**config.mk**
```make
export PLATFORM = sky130hd
export DESIGN_NAME = tta_div_step
export DESIGN_NICKNAME = d
export VERILOG_FILES = /design/src/design/tta_pkg.sv /design/src/design/tta_div_step.sv
export SDC_FILE = /design/constraint.sdc
export NUM_CORES = 1
export LEC_CHECK = 0
export ABC_AREA = 1
export BUFFER_PORTS_ARGS = -buffer_cell sky130_fd_sc_hd__buf_2
export CAP_MARGIN = 20
export CORE_ASPECT_RATIO = 0.7
export CORE_MARGIN = 2
export CORE_UTILIZATION = 45
export CTS_BUF_LIST = sky130_fd_sc_hd__clkbuf_16
export CTS_CLUSTER_SIZE = 40
export DETAILED_ROUTE_END_ITERATION = 8
export PLACE_DENSITY = 0.74
export SKIP_LAST_GASP = 1
export SLEW_MARGIN = 20
export SYNTH_ARGS = -nofsm -noshare
export SYNTH_HDL_FRONTEND = slang
export SYNTH_SLANG_ARGS = --single-unit
```
**constraint.sdc**
```tcl
create_clock -name clk_i -period 1.7 [get_ports clk_i]
set_input_delay 0.34 -clock clk_i [delete_from_list [all_inputs] [get_ports clk_i]]
set_output_delay 0.34 -clock clk_i [all_outputs]
set_load 0.05 [all_outputs]
```
**src/design/tta_pkg.sv**
```systemverilog
// shared types, constants and helpers of the texel address pipeline
package tta_pkg;

  localparam int CW = 24;      // coordinate width
  localparam int SW = 13;      // texture size register width
  localparam int TW = 12;      // texel index width
  localparam int DW = CW + 1;  // numerator and divisor width
  localparam int MW = DW + SW; // product width

  localparam logic OP_FLAT = 1'b0;
  localparam logic OP_CUBE = 1'b1;

  localparam logic MODE_CLAMP = 1'b0;
  localparam logic MODE_WRAP  = 1'b1;

  localparam logic [2:0] FACE_POS_X = 3'd0;
  localparam logic [2:0] FACE_NEG_X = 3'd1;
  localparam logic [2:0] FACE_POS_Y = 3'd2;
  localparam logic [2:0] FACE_NEG_Y = 3'd3;
  localparam logic [2:0] FACE_NEG_Z = 3'd4;
  localparam logic [2:0] FACE_POS_Z = 3'd5;

  typedef struct packed {
    logic                 op;
    logic signed [CW-1:0] coord_a;
    logic signed [CW-1:0] coord_b;
    logic signed [CW-1:0] coord_c;
  } tta_req_t;

  typedef struct packed {
    logic [2:0]    cube_face;
    logic [TW-1:0] texel_x;
    logic [TW-1:0] texel_y;
    logic          zero_vector;
  } tta_rsp_t;

  // per request control travelling with the data
  typedef struct packed {
    logic       op;
    logic [2:0] face;
    logic       zero;
    logic       neg_x;
    logic       neg_y;
  } tta_side_t;

  // effective sizes and address modes
  typedef struct packed {
    logic [SW-1:0] width;
    logic [SW-1:0] height;
    logic          mode_x;
    logic          mode_y;
  } tta_cfg_t;

  // magnitude plus or minus a component, floored at zero
  function automatic logic [DW-1:0] proj_num(logic [CW-1:0] mag, logic [CW-1:0] a,
                                             logic pos);
    logic [CW+1:0] ext;
    logic [CW+1:0] s;
    ext = {{2{a[CW-1]}}, a};
    s = {2'b00, mag} + (pos ? ext : (~ext + 1'b1));
    return s[CW+1] ? '0 : s[DW-1:0];
  endfunction

endpackage

```
**src/design/tta_div_step.sv**
```systemverilog
// one restoring division step for both axes
module tta_div_step #(
  parameter int XW  = 45,
  parameter int QW  = 20,
  parameter int BIT = 0
) (
  input  logic                   clk_i,
  input  logic                   rst_ni,
  input  logic                   en_i,
  input  logic                   valid_i,
  input  tta_pkg::tta_side_t     side_i,
  input  logic [XW-1:0]          rx_i,
  input  logic [XW-1:0]          ry_i,
  input  logic [tta_pkg::DW-1:0] dx_i,
  input  logic [tta_pkg::DW-1:0] dy_i,
  input  logic [QW-1:0]          qx_i,
  input  logic [QW-1:0]          qy_i,
  output logic                   valid_o,
  output tta_pkg::tta_side_t     side_o,
  output logic [XW-1:0]          rx_o,
  output logic [XW-1:0]          ry_o,
  output logic [tta_pkg::DW-1:0] dx_o,
  output logic [tta_pkg::DW-1:0] dy_o,
  output logic [QW-1:0]          qx_o,
  output logic [QW-1:0]          qy_o
);
  import tta_pkg::*;

  logic [XW-1:0] tx, ty, rx_d, ry_d;
  logic [QW-1:0] qx_d, qy_d;

  // trial subtract of the shifted divisor
  always_comb begin
    tx   = XW'(dx_i) << BIT;
    ty   = XW'(dy_i) << BIT;
    rx_d = rx_i;
    ry_d = ry_i;
    qx_d = qx_i;
    qy_d = qy_i;
    if (rx_i >= tx) begin
      rx_d      = rx_i - tx;
      qx_d[BIT] = 1'b1;
    end
    if (ry_i >= ty) begin
      ry_d      = ry_i - ty;
      qy_d[BIT] = 1'b1;
    end
  end

  always_ff @(posedge clk_i or negedge rst_ni) begin
    if (!rst_ni) begin
      valid_o <= 1'b0;
    end else if (en_i) begin
      valid_o <= valid_i;
    end
  end

  always_ff @(posedge clk_i) begin
    if (en_i) begin
      side_o <= side_i;
      rx_o   <= rx_d;
      ry_o   <= ry_d;
      dx_o   <= dx_i;
      dy_o   <= dy_i;
      qx_o   <= qx_d;
      qy_o   <= qy_d;
    end
  end

endmodule

```
==> impl_metrics.env <==
export IMPL_drive_above_1_share_pct=50.46
export IMPL_syn_area_um2=12950
export IMPL_grt_pass1_wl_um=77400
export IMPL_layout_commonest_cell="nand2_1"
export IMPL_synth_ff_type="edfxtp_1"
export IMPL_swShare_pct=39.22
export IMPL_cts_buffers=17
export IMPL_power_density_nw_per_um2=788.5
export IMPL_fin_skew_ns=0
export IMPL_hp_class="primary input to flop"
export IMPL_avgSynthCellArea_um2=7.528
export IMPL_relSlewSlack_pct=75.10
export IMPL_clk_pin_slew_worst_paths_ns=0.08
export IMPL_fin_setup_tns_ns=-5.505
export IMPL_seq_area_um2=5640
export IMPL_wl_per_cell_um=18.76
export IMPL_clkPwrFrac_pct=25.3
export IMPL_port_buffers=378
export IMPL_synthDistinctLibCells=37
export IMPL_core_area_um2=28080
export IMPL_crit_path_max_fanout=6
export IMPL_fill_cells=2118
export IMPL_cts_buffer_depth=2
export IMPL_dieArea_um2=30170
export IMPL_yosys_area_top_type="edfxtp_1"
export IMPL_setup_slack_ns=-0.1739
export IMPL_syn_inst=1720
export IMPL_area_growth_syn_to_layout_pct=62.10
export IMPL_root_buffer="clkbuf_16"
export IMPL_route_detailed_drc=0
export IMPL_arrival_ns=2.10
export IMPL_setup_violations=82
export IMPL_grt_ovfl_total=0
export IMPL_violations="negative setup slack"
export IMPL_grt_pass1_vias=13780
export IMPL_firstDrtPassIters=5
export IMPL_drv_slew=0
export IMPL_utilization_pct=74.75
export IMPL_cts_tree="yes"
export IMPL_final_nets=2733
export IMPL_power_leakage_uw=0.01014
export IMPL_ant_nets=0
export IMPL_multi_input_area_um2=7744
export IMPL_p_total_uw=16550
export IMPL_max_freq_ghz=0.5336
export IMPL_p_int_uw=10060
export IMPL_worst_pin_slew_ns=0.3721
export IMPL_synth_edf_count=187
export IMPL_yosys_top_cells_area="edfxtp_1 43%, nand2_1 18%, inv_1 9.3%"
export IMPL_vias=14550
export IMPL_critical_path_class="primary input to flop"
export IMPL_hold_viol=0
export IMPL_synthArstFlopShare_pct=0.5319
export IMPL_power_switching_uw=6489
export IMPL_hpwl_um=42980
export IMPL_ys_seq_elements=188
export IMPL_yosysSeqAreaShare_pct=43.56
export IMPL_die_w_um=206.7
export IMPL_drt_iter0_drc=1270
export IMPL_synth_nets=1963
export IMPL_viasPerCell=5.056
export IMPL_core_rowCount=51
export IMPL_drt_wl_total_um=54000
export IMPL_worstPathRequired_ns=1.92
export IMPL_grt_start_max_net_pins=55
export IMPL_clk_latency_ns=0.46
export IMPL_drv_cap=0
export IMPL_h_tree_depth=4
export IMPL_antenna_found_initial=4
export IMPL_ioPinCount=379
export IMPL_p_seq_share_pct=35.1
export IMPL_finalCritPeriodShare_pct=110.2
export IMPL_track_usage_pct=34.52
export IMPL_clock_sinks=188
export IMPL_layout_common_cells="485 x nand2_1, 361 x buf_4, 355 x buf_2"
export IMPL_die_h_um=145.9
export IMPL_peakVddDrop_v=0.0007948
export IMPL_post_route_min_period_ns=1.874
export IMPL_rsz0062_at_grt="yes"
export IMPL_yosysWarnings=0
export IMPL_power_frac_comb_pct=39.6
export IMPL_start_kind="primary input"
export IMPL_initial_core_util_pct=46.11
export IMPL_gp_congestion=1.015
export IMPL_critical_path_endpoint_type="flop"
export IMPL_synth_top_area_share_pct=43.37
export IMPL_outcome="complete, but fails checks"
export IMPL_hold_slack_ns=0.04533
-- power groups by stage --
stage	Clock, µW	Sequential (µW)	Combinational (µW)
after floorplan	0	7560	1770
after detailed placement	0	5900	5790
final	4180	5810	6560
after global placement	0	5890	5720
after CTS	4230	5810	6070
after global routing	4420	5850	6890
-- state kept, by name, summed over array words and instances, names as in the netlist --
name	cells
dy_o	25
side_o	7
rx_o	45
qx_o	20
qy_o	20
dx_o	25
ry_o	45
valid_o	1
-- path summary, 6_finish.rpt --
| kind | cells after the start | endpoint | slack (ns) | startpoint |
|---|---|---|---|---|
| worst max-delay path | 14 | ry_o[26] | -0.17 | dy_i[22] |
| worst min-delay path | 1 | side_o[2] | 0.05 | side_i[2] |
| max in group asynchronous | 2 | valid_o | 1.44 | rst_ni |
| worst min register to register | 1 | valid_o | 0.51 | valid_o |
| worst max register to register | 1 | valid_o | 0.96 | valid_o |
| min in group asynchronous | 2 | valid_o | 0.17 | rst_ni |
-- worst max-delay path: stages --
cell and delay, ns:
buf_8 0.10, inv_6 0.05, ha_4 0.21, a21oi_2 0.18
nor2_1 0.07, nor2_1 0.16, nand2_1 0.11, o21bai_4 0.20
clkinv_2 0.07, nand2_4 0.07, nor2_8 0.18, buf_12 0.17
buf_12 0.13, a21oi_2 0.03
-- synth_stat cells (2+ instances only) --
cell type,n
nand2_1,631
inv_1,320
edfxtp_1,187
nor2_1,172
nand3_1,99
ha_1,50
a21oi_2,39
nand4_1,27
a21oi_1,24
xor2_1,23
o21ai_2,19
xnor2_1,16
nand2_2,15
nand3b_1,15
nor2_2,14
nor3_1,13
buf_6,12
inv_2,9
o21ai_1,5
and2_1,4
nand2_4,3
nand3_2,3
nor2_4,3
clkinv_1,2
fa_1,2
o21ai_0,2
-- timing repair --
item,4_1_cts,5_1_grt
cloned,1,0
hold buffers,1,0
endpoints found under the setup margin,91,91
hold endpoints to repair,1,0
buffers inserted,21,21
resized for setup,118,260
pin swaps,28,98
-- cell families (layout without fill, tap and decap cells) --
| family | after synthesis | after routing | synth area share, % |
|---|---|---|---|
| simple gates | 1003 | 1003 | 32.52 |
| compound gates | 92 | 92 | 5.325 |
| buf+inv | 345 | 1128 | 10.73 |
| flops | 188 | 188 | 43.56 |
| mux | 1 | 1 | 0.08697 |
| other cells | 0 | 4 | 0 |
| fa+ha+maj | 52 | 52 | 5.141 |
| xor+xnor | 39 | 39 | 2.638 |
-- routing by layer --
| metal | global-route usage, % | vias up | share of wire (%) |
|---|---|---|---|
| met5 | 0 | - | 0 |
| met4 | 9.433 | 0 | 2.6 |
| met3 | 11.35 | 101 | 11 |
| met2 | 50.07 | 732 | 43 |
| met1 | 49.19 | 6773 | 44 |
| li1 | - | 6946 | - |
-- final cells by class --
cell class / count / share of cell area [%]
tap: 371 / 2.212
clock buffer: 17 / 2.027
antenna: 4 / 0.04769
multi-input combinational: 1187 / 36.90
timing repair buffer: 764 / 24.74
inverter: 332 / 6.373
clock inverter: 15 / 0.8287
sequential: 188 / 26.87
-- per-stage QoR --
step,cell area (µm²),worst slack [ns],instances
3_5_place_dp,18710,-0.7124,2800
6_report,20990,-0.1739,2878
3_3_place_gp,18710,-0.7024,2800
5_1_grt,20990,-0.1947,2877
2_1_floorplan,13760,-0.2361,1720
4_1_cts,20000,-0.05724,2855
(Power assumes the default switching activity.)
