## src/design/tta_pkg.sv

```systemverilog
// shared types, constants and helpers of the texel address pipeline
package tta_pkg;

  localparam int CW = 24;      // coordinate width
  localparam int SW = 13;      // texture size register width
  localparam int TW = 12;      // texel index width
  localparam int DW = CW + 1;  // numerator and divisor width
  localparam int MW = DW + SW; // product width

  localparam logic OP_FLAT = 1'b0;
  localparam logic OP_CUBE = 1'b1;

  localparam logic MODE_CLAMP = 1'b0;
  localparam logic MODE_WRAP  = 1'b1;

  localparam logic [2:0] FACE_POS_X = 3'd0;
  localparam logic [2:0] FACE_NEG_X = 3'd1;
  localparam logic [2:0] FACE_POS_Y = 3'd2;
  localparam logic [2:0] FACE_NEG_Y = 3'd3;
  localparam logic [2:0] FACE_NEG_Z = 3'd4;
  localparam logic [2:0] FACE_POS_Z = 3'd5;

  typedef struct packed {
    logic                 op;
    logic signed [CW-1:0] coord_a;
    logic signed [CW-1:0] coord_b;
    logic signed [CW-1:0] coord_c;
  } tta_req_t;

  typedef struct packed {
    logic [2:0]    cube_face;
    logic [TW-1:0] texel_x;
    logic [TW-1:0] texel_y;
    logic          zero_vector;
  } tta_rsp_t;

  // per request control travelling with the data
  typedef struct packed {
    logic       op;
    logic [2:0] face;
    logic       zero;
    logic       neg_x;
    logic       neg_y;
  } tta_side_t;

  // effective sizes and address modes
  typedef struct packed {
    logic [SW-1:0] width;
    logic [SW-1:0] height;
    logic          mode_x;
    logic          mode_y;
  } tta_cfg_t;

  // magnitude plus or minus a component, floored at zero
  function automatic logic [DW-1:0] proj_num(logic [CW-1:0] mag, logic [CW-1:0] a,
                                             logic pos);
    logic [CW+1:0] ext;
    logic [CW+1:0] s;
    ext = {{2{a[CW-1]}}, a};
    s = {2'b00, mag} + (pos ? ext : (~ext + 1'b1));
    return s[CW+1] ? '0 : s[DW-1:0];
  endfunction

endpackage

```

## src/design/tta_front.sv

```systemverilog
// front stages: major axis, face, numerators, then the size multiply
module tta_front #(
  parameter int FRAC_BITS = 16,
  parameter int XW        = 45
) (
  input  logic                clk_i,
  input  logic                rst_ni,
  input  logic                en_i,
  input  logic                valid_i,
  input  tta_pkg::tta_req_t   req_i,
  input  tta_pkg::tta_cfg_t   cfg_i,
  output logic                valid_o,
  output tta_pkg::tta_side_t  side_o,
  output logic [XW-1:0]       nx_o,
  output logic [XW-1:0]       ny_o,
  output logic [tta_pkg::DW-1:0] dx_o,
  output logic [tta_pkg::DW-1:0] dy_o
);
  import tta_pkg::*;

  logic [CW-1:0] ax, ay, az, mag;
  tta_side_t     side;
  logic [DW-1:0] opx, opy, divx, divy;

  logic          s1_valid_q;
  tta_side_t     s1_side_q;
  logic [DW-1:0] s1_ax_q, s1_ay_q, s1_dx_q, s1_dy_q;
  logic [MW-1:0] prod_x, prod_y;
  logic [XW-1:0] nx_d, ny_d;

  // stage one: magnitudes, major axis and projection numerators
  always_comb begin
    ax = req_i.coord_a[CW-1] ? (~req_i.coord_a + 1'b1) : req_i.coord_a;
    ay = req_i.coord_b[CW-1] ? (~req_i.coord_b + 1'b1) : req_i.coord_b;
    az = req_i.coord_c[CW-1] ? (~req_i.coord_c + 1'b1) : req_i.coord_c;
    side.op    = req_i.op;
    side.zero  = 1'b0;
    side.face  = FACE_POS_X;
    side.neg_x = req_i.coord_a[CW-1];
    side.neg_y = req_i.coord_b[CW-1];
    mag  = ax;
    opx  = {1'b0, ax};
    opy  = {1'b0, ay};
    divx = {{(DW-SW){1'b0}}, cfg_i.width};
    divy = {{(DW-SW){1'b0}}, cfg_i.height};
    if (req_i.op == OP_CUBE) begin
      side.zero = (ax == '0) && (ay == '0) && (az == '0);
      if (ax >= ay && ax >= az) begin
        mag = ax;
        side.face = $signed(req_i.coord_a) > 0 ? FACE_POS_X : FACE_NEG_X;
        opx = proj_num(ax, req_i.coord_c, side.face == FACE_POS_X);
        opy = proj_num(ax, req_i.coord_b, 1'b0);
      end else if (ay >= az) begin
        mag = ay;
        side.face = $signed(req_i.coord_b) > 0 ? FACE_POS_Y : FACE_NEG_Y;
        opx = proj_num(ay, req_i.coord_a, 1'b1);
        opy = proj_num(ay, req_i.coord_c, side.face != FACE_POS_Y);
      end else begin
        mag = az;
        side.face = $signed(req_i.coord_c) > 0 ? FACE_POS_Z : FACE_NEG_Z;
        opx = proj_num(az, req_i.coord_a, side.face != FACE_POS_Z);
        opy = proj_num(az, req_i.coord_b, 1'b0);
      end
      divx = {mag, 1'b0};
      divy = {mag, 1'b0};
    end
  end

  // stage two: scale by texture size, flat requests drop the fraction
  always_comb begin
    prod_x = MW'(s1_ax_q) * MW'(s1_dx_q == '0 ? cfg_i.width : cfg_i.width);
    prod_y = MW'(s1_ay_q) * MW'(cfg_i.height);
    if (s1_side_q.op == OP_CUBE) begin
      nx_d = XW'(prod_x);
      ny_d = XW'(prod_y);
    end else begin
      nx_d = XW'(prod_x >> FRAC_BITS);
      ny_d = XW'(prod_y >> FRAC_BITS);
    end
  end

  // valid bits
  always_ff @(posedge clk_i or negedge rst_ni) begin
    if (!rst_ni) begin
      s1_valid_q <= 1'b0;
      valid_o    <= 1'b0;
    end else if (en_i) begin
      s1_valid_q <= valid_i;
      valid_o    <= s1_valid_q;
    end
  end

  // payload registers
  always_ff @(posedge clk_i) begin
    if (en_i) begin
      s1_side_q <= side;
      s1_ax_q   <= opx;
      s1_ay_q   <= opy;
      s1_dx_q   <= divx;
      s1_dy_q   <= divy;
      side_o    <= s1_side_q;
      nx_o      <= nx_d;
      ny_o      <= ny_d;
      dx_o      <= s1_dx_q;
      dy_o      <= s1_dy_q;
    end
  end

endmodule

```

## config.mk

```make
export PLATFORM = sky130hd
export DESIGN_NAME = tta_front
export DESIGN_NICKNAME = d
export VERILOG_FILES = /design/src/design/tta_pkg.sv /design/src/design/tta_front.sv
export SDC_FILE = /design/constraint.sdc
export NUM_CORES = 2
export LEC_CHECK = 0
export BUFFER_PORTS_ARGS = -buffer_cell sky130_fd_sc_hd__clkbuf_2
export CAP_MARGIN = 25
export CORE_ASPECT_RATIO = 1.4
export CORE_MARGIN = 2
export CORE_UTILIZATION = 60
export DETAILED_ROUTE_END_ITERATION = 8
export PLACE_DENSITY = 0.87
export SYNTH_ARGS = -nofsm -noshare
export SYNTH_HDL_FRONTEND = slang
export SYNTH_SLANG_ARGS = --single-unit
```

## constraint.sdc

```tcl
create_clock -name clk_i -period 15.25 [get_ports clk_i]
set_input_delay 3.05 -clock clk_i [delete_from_list [all_inputs] [get_ports clk_i]]
set_output_delay 3.05 -clock clk_i [all_outputs]
set_load 0.05 [all_outputs]
```

==> qor.log <==
qor: place.port-buffer-count 236
qor: place.gp_routability_congestion 1.02
qor: clock_network.clkTransAtPathRegs 0.06 ns
qor: setup_path.timing.critical_path.slowest_stage_cell nand4_1
qor: clock_network.clock_sinks 218
qor: setup_path.timing.critical_path.required 15.54 ns
qor: sta.finalWorstPathRequiredPeriod 10.73 ns
qor: synth.synth_cells 4,809
qor: min_path.hold_path_class flip-flop to flip-flop
qor: cells_and_area.layout.cells.most_common inv_1
qor: flow_run.number_of_maximum_capacitance_constraint_violations 0
qor: sta.timing.hold.ws 0.417 ns
qor: setup_path.critical_path_buf_inv_count 2
qor: synth.synth.yosys.warnings 0
qor: die.coreArea 0.0690 mm2
qor: detailed_routing.detail_route.wirelength 134,000 um
qor: sta.rsz_0062_raised_after_global_routing no
qor: setup_path.timing.critical_path.max_delay_family simple AND/OR/NAND/NOR gates
qor: global_route.grt_use_total 0.375
qor: detailed_routing.dr_total_vias 36,300
qor: global_route.via_count_of_the_first_global_routing_pass 37,300
qor: synth.sequential_share_of_the_synthesized_area 0.156
qor: setup_path.setup_cp_type primary input to flip-flop
qor: place.detailedPlacementHpwl 105,000 um
qor: cells_and_area.final_net_count 5,880
qor: sta.max_slew_margin 0.251
qor: synth.synth_flop_cell edfxtp_1
qor: cells_and_area.most_used_cells_in_the_layout_excluding_fill_and_tap_cells 706 x inv_1, 653 x nand2_1, 512 x fa_1, 386 x ha_1, 274 x and2_1
qor: setup_path.cp_cell_sequence clkbuf_2 -> or4_1 -> or3_1 -> or3_1 -> nor3_2 -> a21bo_2 -> xor2_1 -> inv_1 -> ha_1 -> a21oi_1 -> o21ai_0 -> nor3_1 -> a2111oi_0 -> nand4_1 -> a2111oi_0 -> and2_1 -> a222oi_1 -> o21ai_0
qor: die.io_pins 253
qor: setup_path.critical_path.startpoint_type primary input
qor: detailed_routing.post-route-drc-count 0
qor: clock_network.hold_buffers 0
qor: clock_network.cts.repair_timing.setup_buffer_count 0
qor: die.die_ar 0.0719 mm2
qor: detailed_routing.antenna_violating_nets_left 0
qor: sta.timing.final.setup_violations 0
qor: cells_and_area.final_layout_size_suffix_gt1_frac 0.0785
qor: setup_path.worstSetupEndpointType flip-flop
qor: setup_path.critPathArrivalTime 11.02 ns
qor: synth.number_of_distinct_library_cells_after_synthesis 98
qor: clock_network.clock_tree_from_tritoncts yes
qor: synth.synth_async_sr_flop_share 0.00917
qor: die.rows 114
qor: setup_path.cp_max_fo 21
qor: cells_and_area.area.growth.synth_to_final 5.94%
qor: sta.min_period_over_period 0.704
qor: sta.hold_viol_final 0
qor: detailed_routing.wire_per_inst 22.9 um
qor: sta.finalWorstSetupSlack 4.52 ns
qor: setup_path.critPathMaxStageDelay 1.05 ns
qor: synth.synth-seq-cells 218
qor: sta.setup_tns 0 ns
qor: global_route.grt_first_pass_wirelength 204,000 um
qor: global_route.number_of_antenna_violations_at_the_first_check_in_global_routing 7
qor: place.place_worst_setup_slack 4.25 ns
qor: clock_network.cts_buffers 24
qor: synth.synthesis.area 0.0418 mm2
qor: sta.max_clock_freq 0.0932 GHz
qor: die.start_util 0.606
qor: sta.slew_violations 0
qor: clock_network.ctsRootBufferMaster clkbuf_16
qor: die.die-height 316 um
qor: clock_network.worst_skew_pair.late_latency 0.60 ns
qor: clock_network.cts-resized-gates 0
qor: clock_network.clock_path_buffers 3
qor: detailed_routing.detail_route.first_pass.iterations 5
qor: global_route.grt.overflow.total 0
qor: clock_network.ctsHtreeMaxLevel 1
qor: synth.synth_enable_flop_cells 216
qor: cells_and_area.fin_util 0.642
qor: synth.syn_avg_cell_area 8.70 um2
qor: die.floorplan.die.width 227 um
qor: cells_and_area.fillCellCount 5,725
qor: detailed_routing.vias_per_cell 6.23
qor: sta.tightestPinTransition 1.12 ns
qor: sta.clk_skew 0.0220 ns
qor: global_route.grt_max_degree 78
qor: outcome.outcome finished, final reports clean
qor: detailed_routing.drt_first_iter_violations 3,231
==> logic make-up (layout without fill, tap and decap cells) <==
family,count (synthesis),count (layout),synth area share
muxes,27,27,0.00688
DFF,218,218,0.156
xor gates and xnor gates,324,324,0.0687
AOI/OAI and AO/OA,925,925,0.149
adders and majority gates,898,898,0.361
and+or+nand+nor,1466,1466,0.171
other,1,19,0.0000897
buffers and inverters,950,1021,0.0883
==> synth_stat cells, types with 11 or more instances <==
cell        n  area [um2]
inv_1     706        2650
xor2_1    150        1310
nand4_1    41         257
a21oi_1   205        1030
o31ai_1    16         120
and2_1    274        1710
nor2b_1    21         131
o21ai_0   174         871
nand2_1   653        2450
a21o_1    111         833
o21bai_1   41         308
a211oi_1   52         390
clkbuf_1  187         702
mux2_2     11         124
a22oi_1    16         120
buf_2      19        95.1
fa_1      512       10200
or2_2      14        87.6
mux2i_1    15         150
or3_1      20         125
o22ai_1    16         100
a221oi_1   23         201
buf_4      26         195
a211o_1    21         184
nor3_1     41         205
or4_1      14         105
nand3_1    48         240
ha_1      386        4830
nand2b_1   28         175
nor2_1    216         811
o21a_1     54         405
xnor2_1   171        1500
edfxtp_1  216        6490
o211ai_1   42         315
nor4_1     20         125
and3_1     22         138
a31oi_1    30         188
==> worst paths after layout <==
check / cells after the start / slack (ns) / end / from
setup / recovery: 18 / 4.52 / s1_ay_q[23] / req_i[58]
hold / removal: 0 / 0.42 / dx_o[15] / s1_dx_q[15]
setup reg to reg: 19 / 8.46 / ny_o[7] / s1_ay_q[7]
hold reg to reg: 0 / 0.42 / dx_o[15] / s1_dx_q[15]
max in group asynchronous: 1 / 12.92 / valid_o / rst_ni
min in group asynchronous: 1 / 2.24 / s1_valid_q / rst_ni
==> sequential cells by signal (all words and copies together) (netlist names) <==
| register | count |
|---|---|
| s1_ax_q | 25 |
| side_o | 7 |
| dy_o | 13 |
| s1_dx_q | 25 |
| s1_side_q | 7 |
| s1_dy_q | 13 |
| ny_o | 38 |
| valid_o | 1 |
| dx_o | 25 |
| s1_ay_q | 25 |
| s1_valid_q | 1 |
| nx_o | 38 |
==> layout make-up <==
type / count / area, um2 / area share
Clock buffer: 26 / 608 / 0.0137
Timing Repair Buffer: 269 / 1460 / 0.0329
Sequential cell: 218 / 6540 / 0.148
Inverter: 710 / 2670 / 0.0601
Antenna cell: 5 / 12.5 / 0.000282
Tap cell: 928 / 1160 / 0.0262
Clock inverter: 16 / 205 / 0.00463
Multi-Input combinational cell: 3654 / 31700 / 0.715
==> metal layers <==
metal / up-vias / GRT usage / wire length, um
li1: 16100 / - / -
met1: 17500 / 0.421 / 46100
met2: 2055 / 0.618 / 62000
met3: 640 / 0.0634 / 11700
met4: 2 / 0.322 / 13900
met5: - / 0 / 11
==> through the flow <==
stage	instance area [um2]	instances
floorplan	41900	4822
global placement	43500	5778
detailed placement	43500	5779
CTS	44300	5821
global route	44300	5822
finish	44300	5826
Power is not shown: default switching activity piles up to over one toggle a cycle in this logic, so the estimate is an artifact.
