## src/design/tta_pkg.sv

```systemverilog
// shared types, constants and helpers of the texel address pipeline
package tta_pkg;

  localparam int CW = 24;      // coordinate width
  localparam int SW = 13;      // texture size register width
  localparam int TW = 12;      // texel index width
  localparam int DW = CW + 1;  // numerator and divisor width
  localparam int MW = DW + SW; // product width

  localparam logic OP_FLAT = 1'b0;
  localparam logic OP_CUBE = 1'b1;

  localparam logic MODE_CLAMP = 1'b0;
  localparam logic MODE_WRAP  = 1'b1;

  localparam logic [2:0] FACE_POS_X = 3'd0;
  localparam logic [2:0] FACE_NEG_X = 3'd1;
  localparam logic [2:0] FACE_POS_Y = 3'd2;
  localparam logic [2:0] FACE_NEG_Y = 3'd3;
  localparam logic [2:0] FACE_NEG_Z = 3'd4;
  localparam logic [2:0] FACE_POS_Z = 3'd5;

  typedef struct packed {
    logic                 op;
    logic signed [CW-1:0] coord_a;
    logic signed [CW-1:0] coord_b;
    logic signed [CW-1:0] coord_c;
  } tta_req_t;

  typedef struct packed {
    logic [2:0]    cube_face;
    logic [TW-1:0] texel_x;
    logic [TW-1:0] texel_y;
    logic          zero_vector;
  } tta_rsp_t;

  // per request control travelling with the data
  typedef struct packed {
    logic       op;
    logic [2:0] face;
    logic       zero;
    logic       neg_x;
    logic       neg_y;
  } tta_side_t;

  // effective sizes and address modes
  typedef struct packed {
    logic [SW-1:0] width;
    logic [SW-1:0] height;
    logic          mode_x;
    logic          mode_y;
  } tta_cfg_t;

  // magnitude plus or minus a component, floored at zero
  function automatic logic [DW-1:0] proj_num(logic [CW-1:0] mag, logic [CW-1:0] a,
                                             logic pos);
    logic [CW+1:0] ext;
    logic [CW+1:0] s;
    ext = {{2{a[CW-1]}}, a};
    s = {2'b00, mag} + (pos ? ext : (~ext + 1'b1));
    return s[CW+1] ? '0 : s[DW-1:0];
  endfunction

endpackage

```

## src/design/tta_back.sv

```systemverilog
// last stage: clamp or wrap each axis and build the response
module tta_back #(
  parameter int XW = 45,
  parameter int QW = 20
) (
  input  logic               clk_i,
  input  logic               rst_ni,
  input  logic               en_i,
  input  logic               valid_i,
  input  tta_pkg::tta_side_t side_i,
  input  tta_pkg::tta_cfg_t  cfg_i,
  input  logic [XW-1:0]      rx_i,
  input  logic [XW-1:0]      ry_i,
  input  logic [QW-1:0]      qx_i,
  input  logic [QW-1:0]      qy_i,
  output logic               valid_o,
  output tta_pkg::tta_rsp_t  rsp_o
);
  import tta_pkg::*;

  function automatic logic [SW-1:0] lane(logic [QW-1:0] q, logic [XW-1:0] r,
                                         logic [SW-1:0] size, logic neg,
                                         logic mode, logic op);
    logic [SW-1:0] last;
    logic [SW-1:0] rl;
    logic [SW-1:0] res;
    last = size - 1'b1;
    rl   = r[SW-1:0];
    if (op == OP_CUBE) begin
      res = (q >= QW'(size)) ? last : q[SW-1:0];
    end else if (mode == MODE_CLAMP) begin
      res = neg ? '0 : ((q != '0) ? last : rl);
    end else begin
      res = (neg && rl != '0) ? size - rl : rl;
    end
    return res;
  endfunction

  logic [SW-1:0] tx, ty;
  tta_rsp_t      rsp_d;

  always_comb begin
    tx = lane(qx_i, rx_i, cfg_i.width, side_i.neg_x, cfg_i.mode_x, side_i.op);
    ty = lane(qy_i, ry_i, cfg_i.height, side_i.neg_y, cfg_i.mode_y, side_i.op);
    rsp_d.cube_face   = (side_i.op == OP_CUBE) ? side_i.face : FACE_POS_X;
    rsp_d.texel_x     = tx[TW-1:0];
    rsp_d.texel_y     = ty[TW-1:0];
    rsp_d.zero_vector = 1'b0;
    if (side_i.op == OP_CUBE && side_i.zero) begin
      rsp_d.cube_face   = FACE_POS_X;
      rsp_d.texel_x     = '0;
      rsp_d.texel_y     = '0;
      rsp_d.zero_vector = 1'b1;
    end
  end

  always_ff @(posedge clk_i or negedge rst_ni) begin
    if (!rst_ni) begin
      valid_o <= 1'b0;
    end else if (en_i) begin
      valid_o <= valid_i;
    end
  end

  always_ff @(posedge clk_i) begin
    if (en_i) begin
      rsp_o <= rsp_d;
    end
  end

endmodule

```

## config.mk

```make
export PLATFORM = sky130hd
export DESIGN_NAME = tta_back
export DESIGN_NICKNAME = d
export VERILOG_FILES = /design/src/design/tta_pkg.sv /design/src/design/tta_back.sv
export SDC_FILE = /design/constraint.sdc
export NUM_CORES = 1
export LEC_CHECK = 0
export ABC_AREA = 0
export BUFFER_PORTS_ARGS = -buffer_cell sky130_fd_sc_hd__buf_2
export CAP_MARGIN = 5
export CORE_MARGIN = 2
export CORE_UTILIZATION = 49
export CTS_BUF_LIST = sky130_fd_sc_hd__clkbuf_4 sky130_fd_sc_hd__clkbuf_8
export DETAILED_ROUTE_END_ITERATION = 12
export PLACE_DENSITY = 0.87
export REMOVE_ABC_BUFFERS = 1
export SYNTH_ARGS = -nofsm -noshare
export SYNTH_HDL_FRONTEND = slang
export SYNTH_SLANG_ARGS = --single-unit
```

## constraint.sdc

```tcl
create_clock -name clk_i -period 0.85 [get_ports clk_i]
set_input_delay 0.17 -clock clk_i [delete_from_list [all_inputs] [get_ports clk_i]]
set_output_delay 0.17 -clock clk_i [all_outputs]
set_load 0.03 [all_outputs]
```

==> results of run 1 <==
==> cells in the mapped netlist (all sizes together), types with 3 or more instances <==
master	number
mux2i	24
xnor2	28
o221ai	7
o22ai	8
a22oi	7
nor2	35
a22o	3
nand3	11
buf	5
nand2b	3
and3	5
a21o	9
xor2	10
clkbuf	8
nand4	6
a31oi	5
inv	63
nor3	19
a21oi	29
nand2	39
edfxtp	28
a221o	3
o211ai	8
o22a	5
ha	50
nor2b	8
or3	4
mux2	4
nor4	13
o21ai	33
a211oi	5
==> routing by layer <==
metal  GRT usage [%]  overflow
met1            78.9         2
met4            94.5       103
met2             106       249
met3            63.9         3
met5            15.4         0
==> repair_timing <==
action | CTS
resized for setup | 193
hold buffers | 1
endpoints found under the setup margin | 53
buffers inserted | 11
endpoints found under the hold margin | 1
pin swaps | 62
==> logic make-up after synthesis <==
| kind of cell | count (synthesis) |
|---|---|
| AND/OR/NAND/NOR | 152 |
| AO/OA/AOI/OAI | 140 |
| buffers and inverters | 76 |
| adder cells (fa/ha/maj) | 52 |
| XOR/XNOR | 38 |
| flip-flops | 29 |
| multiplexers | 28 |
==> through the flow <==
| step | hold WS (ps) | cells | util [%] | instance area, sq um |
|---|---|---|---|---|
| 2_1_floorplan | -126 | 502 | - | 4130 |
| 3_3_place_gp | -55.3 | 914 | 75.6 | 6250 |
| 3_5_place_dp | -53.4 | 914 | 75.6 | 6250 |
| 4_1_cts | 123 | 934 | 86.3 | 7130 |
==> flow_metrics.env, run 1 <==
export IMPL_synth_xor_area_share_pct=8.09
export IMPL_synth_top_family_by_area="compound AO/OA/AOI/OAI gates"
export IMPL_synth_compound_area_share_pct=22.6
export IMPL_cts_buffer_depth=2
export IMPL_ys_top_cells_by_area="edfxtp_1 20%, ha_1 15%, mux2i_1 5.7%"
export IMPL_ys_warn_count=0
export IMPL_outcome="did not finish"
export IMPL_synth_seq_area_share_pct=20.6
export IMPL_grt_start_max_net_pins=12
export IMPL_overflow=357
export IMPL_port_buffers=133
export IMPL_endpoint_type="sequential cell input"
export IMPL_synthArstFlopShare_pct=3.45
export IMPL_grt_usage_pct=83.9
export IMPL_die_width_um=96.7
export IMPL_haltStage="global routing"
export IMPL_synth_distinct_cells=66
export IMPL_worstEndpointGrtRepair="rsp_o[4]$_SDFFCE_PP0P_/D"
export IMPL_synth_simple_gate_area_share_pct=18.6
export IMPL_synth_top_cell_area_share_pct=20.0
export IMPL_ys_seq_elements=29
export IMPL_ios=198
export IMPL_synth_ff_type="edfxtp_1"
export IMPL_muxShareOfSynthArea_pct=6.78
export IMPL_synthCells=515
export IMPL_error="[ERROR GRT-0232] Routing congestion too high. Check the congestion heatmap in the GUI."
export IMPL_dp_slack_ps=-1740
export IMPL_synth_adder_area_share_pct=15.8
export IMPL_cts_root_buf="clkbuf_8"
export IMPL_rows=33
export IMPL_yosysTopAreaCell="edfxtp_1"
export IMPL_initial_core_util_pct=51.0
export IMPL_numCtsBuffers=5
export IMPL_synth_area_per_cell_sq_um=8.17
export IMPL_die_height_um=96.7
export IMPL_cts_max_level=2
export IMPL_synth_edf_count=28
export IMPL_cts_sinks=29
export IMPL_gp_congestion=1.03
export IMPL_dp_hpwl_um=15000
export IMPL_syn_area_sq_um=4210
==> inputs of run 2 (changes only) <==
--- a/config.mk
+++ b/config.mk
@@ -9,10 +9,9 @@
 export BUFFER_PORTS_ARGS = -buffer_cell sky130_fd_sc_hd__buf_2
 export CAP_MARGIN = 5
 export CORE_MARGIN = 2
-export CORE_UTILIZATION = 49
-export CTS_BUF_LIST = sky130_fd_sc_hd__clkbuf_4 sky130_fd_sc_hd__clkbuf_8
+export CORE_UTILIZATION = 40
 export DETAILED_ROUTE_END_ITERATION = 12
-export PLACE_DENSITY = 0.87
+export PLACE_DENSITY_LB_ADDON = 0.15
 export REMOVE_ABC_BUFFERS = 1
 export SYNTH_ARGS = -nofsm -noshare
 export SYNTH_HDL_FRONTEND = slang
==> run 2 against run 1 <==
Against the previous run:
- the flow now finishes, with violations (negative setup slack)
- synthesized cell count unchanged
- area after synthesis unchanged
==> flow_metrics.env, run 2 <==
export IMPL_tritoncts="yes"
export IMPL_setup_violations_final=54
export IMPL_rsz0062_at_grt="true"
export IMPL_fmax_mhz=505
export IMPL_yosysTopAreaCell="edfxtp_1"
export IMPL_yosysMostFrequentCell="inv_1"
export IMPL_p_sw_uw=2670
export IMPL_synth_top_cell_area_share_pct=20.0
export IMPL_required_ps=870
export IMPL_coreArea_sq_um=10300
export IMPL_synth_ff_type="edfxtp_1"
export IMPL_path_buf_inv=2
export IMPL_top_regs="rsp_o (28), valid_o (1)"
export IMPL_use_met3_pct=3.07
export IMPL_drc=0
export IMPL_layout_common_cells="203 x buf_4, 87 x buf_2, 46 x inv_1"
export IMPL_final_util_pct=73.9
export IMPL_rows=37
export IMPL_cts_sinks=29
export IMPL_hold_viol=0
export IMPL_route_vias_total=5380
export IMPL_pwr_share_clk_pct=15.9
export IMPL_diodes=0
export IMPL_critPathSlowestCell="or4b_4"
export IMPL_crit_path_end_kind="flip-flop"
export IMPL_via_per_inst=5.45
export IMPL_outcome="finished with violations"
export IMPL_leakage_uw=0.00358
export IMPL_gp_congestion=0.921
export IMPL_grt_usage_pct=28.7
export IMPL_place_area_sq_um=6420
export IMPL_nNetsFinal=1071
export IMPL_port_buffers=133
export IMPL_initial_core_util_pct=40.9
export IMPL_fill_cells=759
export IMPL_clock_skew_ps=0
export IMPL_stdcell_area_sq_um=7590
export IMPL_antenna_found_initial=0
export IMPL_cts_max_level=2
export IMPL_cap_violations=0
export IMPL_path_class="in2reg"
export IMPL_worst_pin_slew_ps=446
export IMPL_powerDensity_nw_per_um2=929
export IMPL_timing_final_crit_share_pct=233
export IMPL_die_width_um=107
export IMPL_cts_root_buf="clkbuf_8"
export IMPL_crit_arrival_ps=2010
export IMPL_synthTopCellsByCount="61 x inv_1, 50 x ha_1, 38 x nand2_1"
export IMPL_ys_top_cells_by_area="edfxtp_1 20%, ha_1 15%, mux2i_1 5.7%"
export IMPL_ys_seq_elements=29
export IMPL_ys_warn_count=0
export IMPL_dp_hpwl_um=13300
export IMPL_critPathMaxStageDelay_ps=530
export IMPL_syn_area_sq_um=4210
export IMPL_clk_pin_slew_worst_paths_ps=70
export IMPL_drive_above_1_share_pct=53.7
export IMPL_fin_crit_ps=1980
export IMPL_synthArstFlopShare_pct=3.45
export IMPL_ir_worst_vdd_mv=0.589
export IMPL_dr_pass1_iters=4
export IMPL_final_common_cell="buf_4"
export IMPL_combPwrFrac_pct=58.3
export IMPL_critical_path_top_delay_family="compound AO/OA/AOI/OAI gates"
export IMPL_swShare_pct=37.8
export IMPL_grt_use_met2_pct=55.0
export IMPL_synth_area_per_cell_sq_um=8.17
export IMPL_grt_pass1_wl_um=25800
export IMPL_overflow=0
export IMPL_area_delta_synth_final_pct=80.5
export IMPL_grt_pass1_vias=5486
export IMPL_clock_latency_ps=280
export IMPL_dp_slack_ps=-1610
export IMPL_first_iter_violations=271
export IMPL_wl_per_cell_um=17.3
export IMPL_die_height_um=107
export IMPL_synthCells=515
export IMPL_grt_start_max_net_pins=19
export IMPL_ios=198
export IMPL_critPathMaxFanout=5
export IMPL_synth_seq_area_share_pct=20.6
export IMPL_grt_util_met1_pct=30.8
export IMPL_largest_register_ffs=28
export IMPL_final_max_slew_viol_count=0
export IMPL_power_frac_seq_pct=25.8
export IMPL_cp_start_kind="primary input"
export IMPL_internal_power_uw=4390
export IMPL_regMostFlops="rsp_o"
export IMPL_cts_buffer_depth=2
export IMPL_worst_slack_ps=-1130
export IMPL_path_cells="buf_8 -> inv_4 -> ha_4 -> a21o_1 -> a211oi_2 -> or4b_4 -> o211ai_4 -> mux2i_1 -> o22ai_1 -> a221o_1"
export IMPL_ant_nets=0
export IMPL_hold_path_class="in2reg"
export IMPL_busiest_layer="met2"
export IMPL_slew_headroom_pct=70.0
export IMPL_synth_distinct_cells=66
export IMPL_synth_edf_count=28
export IMPL_postRouteWirelength_um=17100
export IMPL_violations="negative setup slack"
export IMPL_dieArea_sq_um=11400
export IMPL_numCtsBuffers=5
==> run 2: cell counts after synthesis <==
No cell type changed its count.
==> run 2: cell type report <==
| cell class | count | area [sq um] | area share (%) |
|---|---|---|---|
| clock buffers | 5 | 68.8 | 0.906 |
| inverters | 63 | 262 | 3.44 |
| multi-input cells | 410 | 3630 | 47.8 |
| clock inverters | 3 | 17.5 | 0.231 |
| flip-flops and latches | 29 | 866 | 11.4 |
| repair buffers | 341 | 2580 | 34.0 |
| well taps | 136 | 170 | 2.24 |
==> run 2: kinds of logic (layout without fill, tap and decap cells) <==
| group | Yosys count | after routing | share of synthesized area [%] |
|---|---|---|---|
| flip-flops | 29 | 29 | 20.6 |
| XOR/XNOR | 38 | 38 | 8.09 |
| buffers and inverters | 76 | 412 | 7.46 |
| AO/OA/AOI/OAI | 140 | 140 | 22.6 |
| AND/OR/NAND/NOR | 152 | 152 | 18.6 |
| adder cells (fa/ha/maj) | 52 | 52 | 15.8 |
| multiplexers | 28 | 28 | 6.78 |
==> run 2: power by group through the flow <==
stage	Clock, uW	Combinational, uW	Sequential (uW)
2_1_floorplan	0	1280	2120
3_3_place_gp	0	3220	1810
3_5_place_dp	0	3280	1810
4_1_cts	1150	3830	1820
5_1_grt	1200	4410	1830
6_report	1120	4110	1820
==> run 2: what timing repair did <==
item | 4_1_cts | 5_1_grt
hold buffers | 1 | 0
resized for setup | 193 | 46
pin swaps | 62 | 34
hold endpoints to repair | 1 | 0
endpoints found under the setup margin | 53 | 53
buffers inserted | 7 | 9
==> run 2: path summary, 6_finish.rpt <==
check	from	endpoint	slack [ps]	cells past startpoint
setup / recovery	cfg_i[24]	rsp_o[23]$_SDFFCE_PP0P_	-1130	10
hold / removal	valid_i	valid_o$_DFFE_PN0P_	130	2
setup reg to reg	valid_o$_DFFE_PN0P_	valid_o$_DFFE_PN0P_	-40	2
hold reg to reg	valid_o$_DFFE_PN0P_	valid_o$_DFFE_PN0P_	630	2
max in group asynchronous	rst_ni	valid_o$_DFFE_PN0P_	590	2
min in group asynchronous	rst_ni	valid_o$_DFFE_PN0P_	180	2
==> run 2: per-stage QoR <==
| stage | setup TNS, ps | total power [uW] | std cells | hold slack (ps) |
|---|---|---|---|---|
| 2_1_floorplan | -27990 | 3400 | 502 | -126 |
| 3_3_place_gp | -33920 | 5030 | 962 | -55.6 |
| 3_5_place_dp | -35270 | 5090 | 962 | -54.7 |
| 4_1_cts | -28210 | 6800 | 978 | 113 |
| 5_1_grt | -30390 | 7440 | 987 | 117 |
| 6_report | -28660 | 7050 | 987 | 126 |
==> run 2: metal layers <==
layer	vias to the layer above	routed length, um
met1	2501	6440
met2	234	8790
met3	65	850
met4	0	1010
li1	2580	-
met5	-	0
Note: power is estimated with default switching activity, not from simulation.
==> inputs of run 3 (changes only) <==
--- a/config.mk
+++ b/config.mk
@@ -8,6 +8,7 @@
 export ABC_AREA = 0
 export BUFFER_PORTS_ARGS = -buffer_cell sky130_fd_sc_hd__buf_2
 export CAP_MARGIN = 5
+export CORE_ASPECT_RATIO = 1.2
 export CORE_MARGIN = 2
 export CORE_UTILIZATION = 40
 export DETAILED_ROUTE_END_ITERATION = 12
==> run 3 against run 2 <==
Against the previous run:
- largest cell class unchanged
- largest power group unchanged
- die area about the same
- design area increased by 3.6%
- clock power rose by 75%
- the flow still finishes with violations (negative setup slack)
- hold slack better by 17 ps
- combinational power grew 4%
- sequential share of layout area fell by 0.40 points
- highest routed layer unchanged
- critical path depth down 1
==> flow_metrics.env, run 3 (synthesized netlist as in run 2, its figures left out) <==
export IMPL_area_delta_synth_final_pct=87.0
export IMPL_timing_final_crit_share_pct=236
export IMPL_fin_crit_ps=2000
export IMPL_top_regs="rsp_o (28), valid_o (1)"
export IMPL_swShare_pct=34.3
export IMPL_clock_skew_ps=0
export IMPL_antenna_found_initial=0
export IMPL_overflow=0
export IMPL_fmax_mhz=500
export IMPL_grt_start_max_net_pins=14
export IMPL_critPathMaxStageDelay_ps=530
export IMPL_leakage_uw=0.00371
export IMPL_route_vias_total=5352
export IMPL_wl_per_cell_um=17.8
export IMPL_drc=0
export IMPL_wl_met3_um=694
export IMPL_rrSetupSlack_ps=-30
export IMPL_cts_root_buf="clkbuf_16"
export IMPL_top_layer_used="met4"
export IMPL_met2_length_um=9780
export IMPL_combPwrFrac_pct=53.0
export IMPL_die_width_um=97.6
export IMPL_rows=41
export IMPL_hold_viol=0
export IMPL_final_common_cell="buf_4"
export IMPL_dp_hpwl_um=14300
export IMPL_ant_nets=0
export IMPL_layout_common_cells="207 x buf_4, 86 x buf_2, 51 x buf_6"
export IMPL_setup_violations_final=54
export IMPL_outcome="finished with violations"
export IMPL_cap_violations=0
export IMPL_port_buffers=133
export IMPL_numCtsBuffers=5
export IMPL_final_cells=994
export IMPL_critical_path_top_delay_family="compound AO/OA/AOI/OAI gates"
export IMPL_postRouteWirelength_um=17700
export IMPL_tritoncts="yes"
export IMPL_slew_headroom_pct=61.8
export IMPL_die_height_um=116
export IMPL_diodes=0
export IMPL_hold_ws_ps=143
export IMPL_clk_pin_slew_worst_paths_ps=50
export IMPL_dieArea_sq_um=11400
export IMPL_drt_met1_wl_um=6120
export IMPL_ios=198
export IMPL_rr_startpoint="valid_o$_DFFE_PN0P_"
export IMPL_grt_pass1_vias=5686
export IMPL_final_util_pct=75.9
export IMPL_r2r_cells=2
export IMPL_largest_register_ffs=28
export IMPL_pwr_share_clk_pct=24.3
export IMPL_ir_worst_vdd_mv=0.705
export IMPL_hp_start="valid_i"
export IMPL_cts_buffer_depth=2
export IMPL_hold_end="valid_o$_DFFE_PN0P_"
export IMPL_critPathMaxFanout=6
export IMPL_violations="negative setup slack"
export IMPL_required_ps=870
export IMPL_tns_ps=-28980
export IMPL_critPathSlowestCell="or4b_4"
export IMPL_grt_pass1_wl_um=26900
export IMPL_path_buf_inv=1
export IMPL_rsz0062_at_grt="true"
export IMPL_hold_path_class="in2reg"
export IMPL_path_class="in2reg"
export IMPL_worst_slack_ps=-1150
export IMPL_nNetsFinal=1085
export IMPL_p_sw_uw=2770
export IMPL_regMostFlops="rsp_o"
export IMPL_first_iter_violations=171
export IMPL_coreArea_sq_um=10400
export IMPL_internal_power_uw=5300
export IMPL_dr_pass1_iters=7
export IMPL_gp_congestion=1.01
export IMPL_dp_cells=971
export IMPL_cts_sinks=29
export IMPL_grt_usage_pct=29.8
export IMPL_crit_path_end_kind="flip-flop"
export IMPL_powerDensity_nw_per_um2=1030
export IMPL_drive_above_1_share_pct=55.3
export IMPL_cp_start_kind="primary input"
export IMPL_crit_arrival_ps=2030
export IMPL_r2r_end="valid_o$_DFFE_PN0P_"
export IMPL_via_per_inst=5.38
export IMPL_cts_max_level=2
export IMPL_holdPathStages=2
export IMPL_power_frac_seq_pct=22.7
export IMPL_worst_pin_slew_ps=568
export IMPL_clock_latency_ps=270
export IMPL_initial_core_util_pct=40.6
export IMPL_path_cells="buf_6 -> ha_4 -> a21o_1 -> a211oi_2 -> or4b_4 -> o211ai_4 -> mux2i_1 -> o22ai_1 -> a221o_1"
export IMPL_final_max_slew_viol_count=0
run 3: how the worst max path moves through the flow:
stage / startpoint / end / cells after the start
2_1_floorplan: cfg_i[15] / rsp_o[23]$_SDFFCE_PP0P_ / 11
6_report: qx_i[9] / rsp_o[23]$_SDFFCE_PP0P_ / 9
4_1_cts: cfg_i[24] / rsp_o[23]$_SDFFCE_PP0P_ / 10
3_3_place_gp: cfg_i[15] / rsp_o[23]$_SDFFCE_PP0P_ / 12
3_5_place_dp: cfg_i[15] / rsp_o[23]$_SDFFCE_PP0P_ / 12
5_1_grt: cfg_i[24] / rsp_o[23]$_SDFFCE_PP0P_ / 10
run 3: final cells by class:
class	count	area (sq um)
well taps	129	161
multi-input cells	410	3680
clock buffers	6	129
fillers	785	2490
repair buffers	355	2740
flip-flops and latches	29	866
clock inverters	2	33.8
inverters	63	259
run 3: power groups by stage:
| stage | Sequential [uW] | Combinational (uW) | Clock [uW] |
|---|---|---|---|
| floorplan | 2120 | 1280 | 0 |
| global placement | 1810 | 3310 | 0 |
| detailed placement | 1820 | 3360 | 0 |
| CTS | 1830 | 4050 | 1970 |
| global route | 1840 | 4580 | 2040 |
| finish | 1830 | 4280 | 1960 |
run 3: per-layer routing:
| layer | vias to the layer above | global-route usage [%] |
|---|---|---|
| li1 | 2612 | - |
| met1 | 2456 | 28.6 |
| met2 | 219 | 61.9 |
| met3 | 65 | 2.87 |
| met4 | 0 | 16.7 |
| met5 | - | 0 |
run 3: repair_timing:
item                                   CTS  global route
endpoints found under the hold margin    1             0
hold buffers                             1             0
pin swaps                               68            57
setup endpoints to repair               53            54
resized for setup                      207            50
buffers inserted                        11             5
run 3: metrics by stage:
| step | power, uW | cell area (sq um) | worst slack [ps] |
|---|---|---|---|
| 2_1_floorplan | 3400 | 4130 | -1380 |
| 3_3_place_gp | 5120 | 6520 | -1640 |
| 3_5_place_dp | 5180 | 6520 | -1690 |
| 4_1_cts | 7850 | 7610 | -1190 |
| 5_1_grt | 8450 | 7870 | -1210 |
| 6_report | 8070 | 7870 | -1150 |
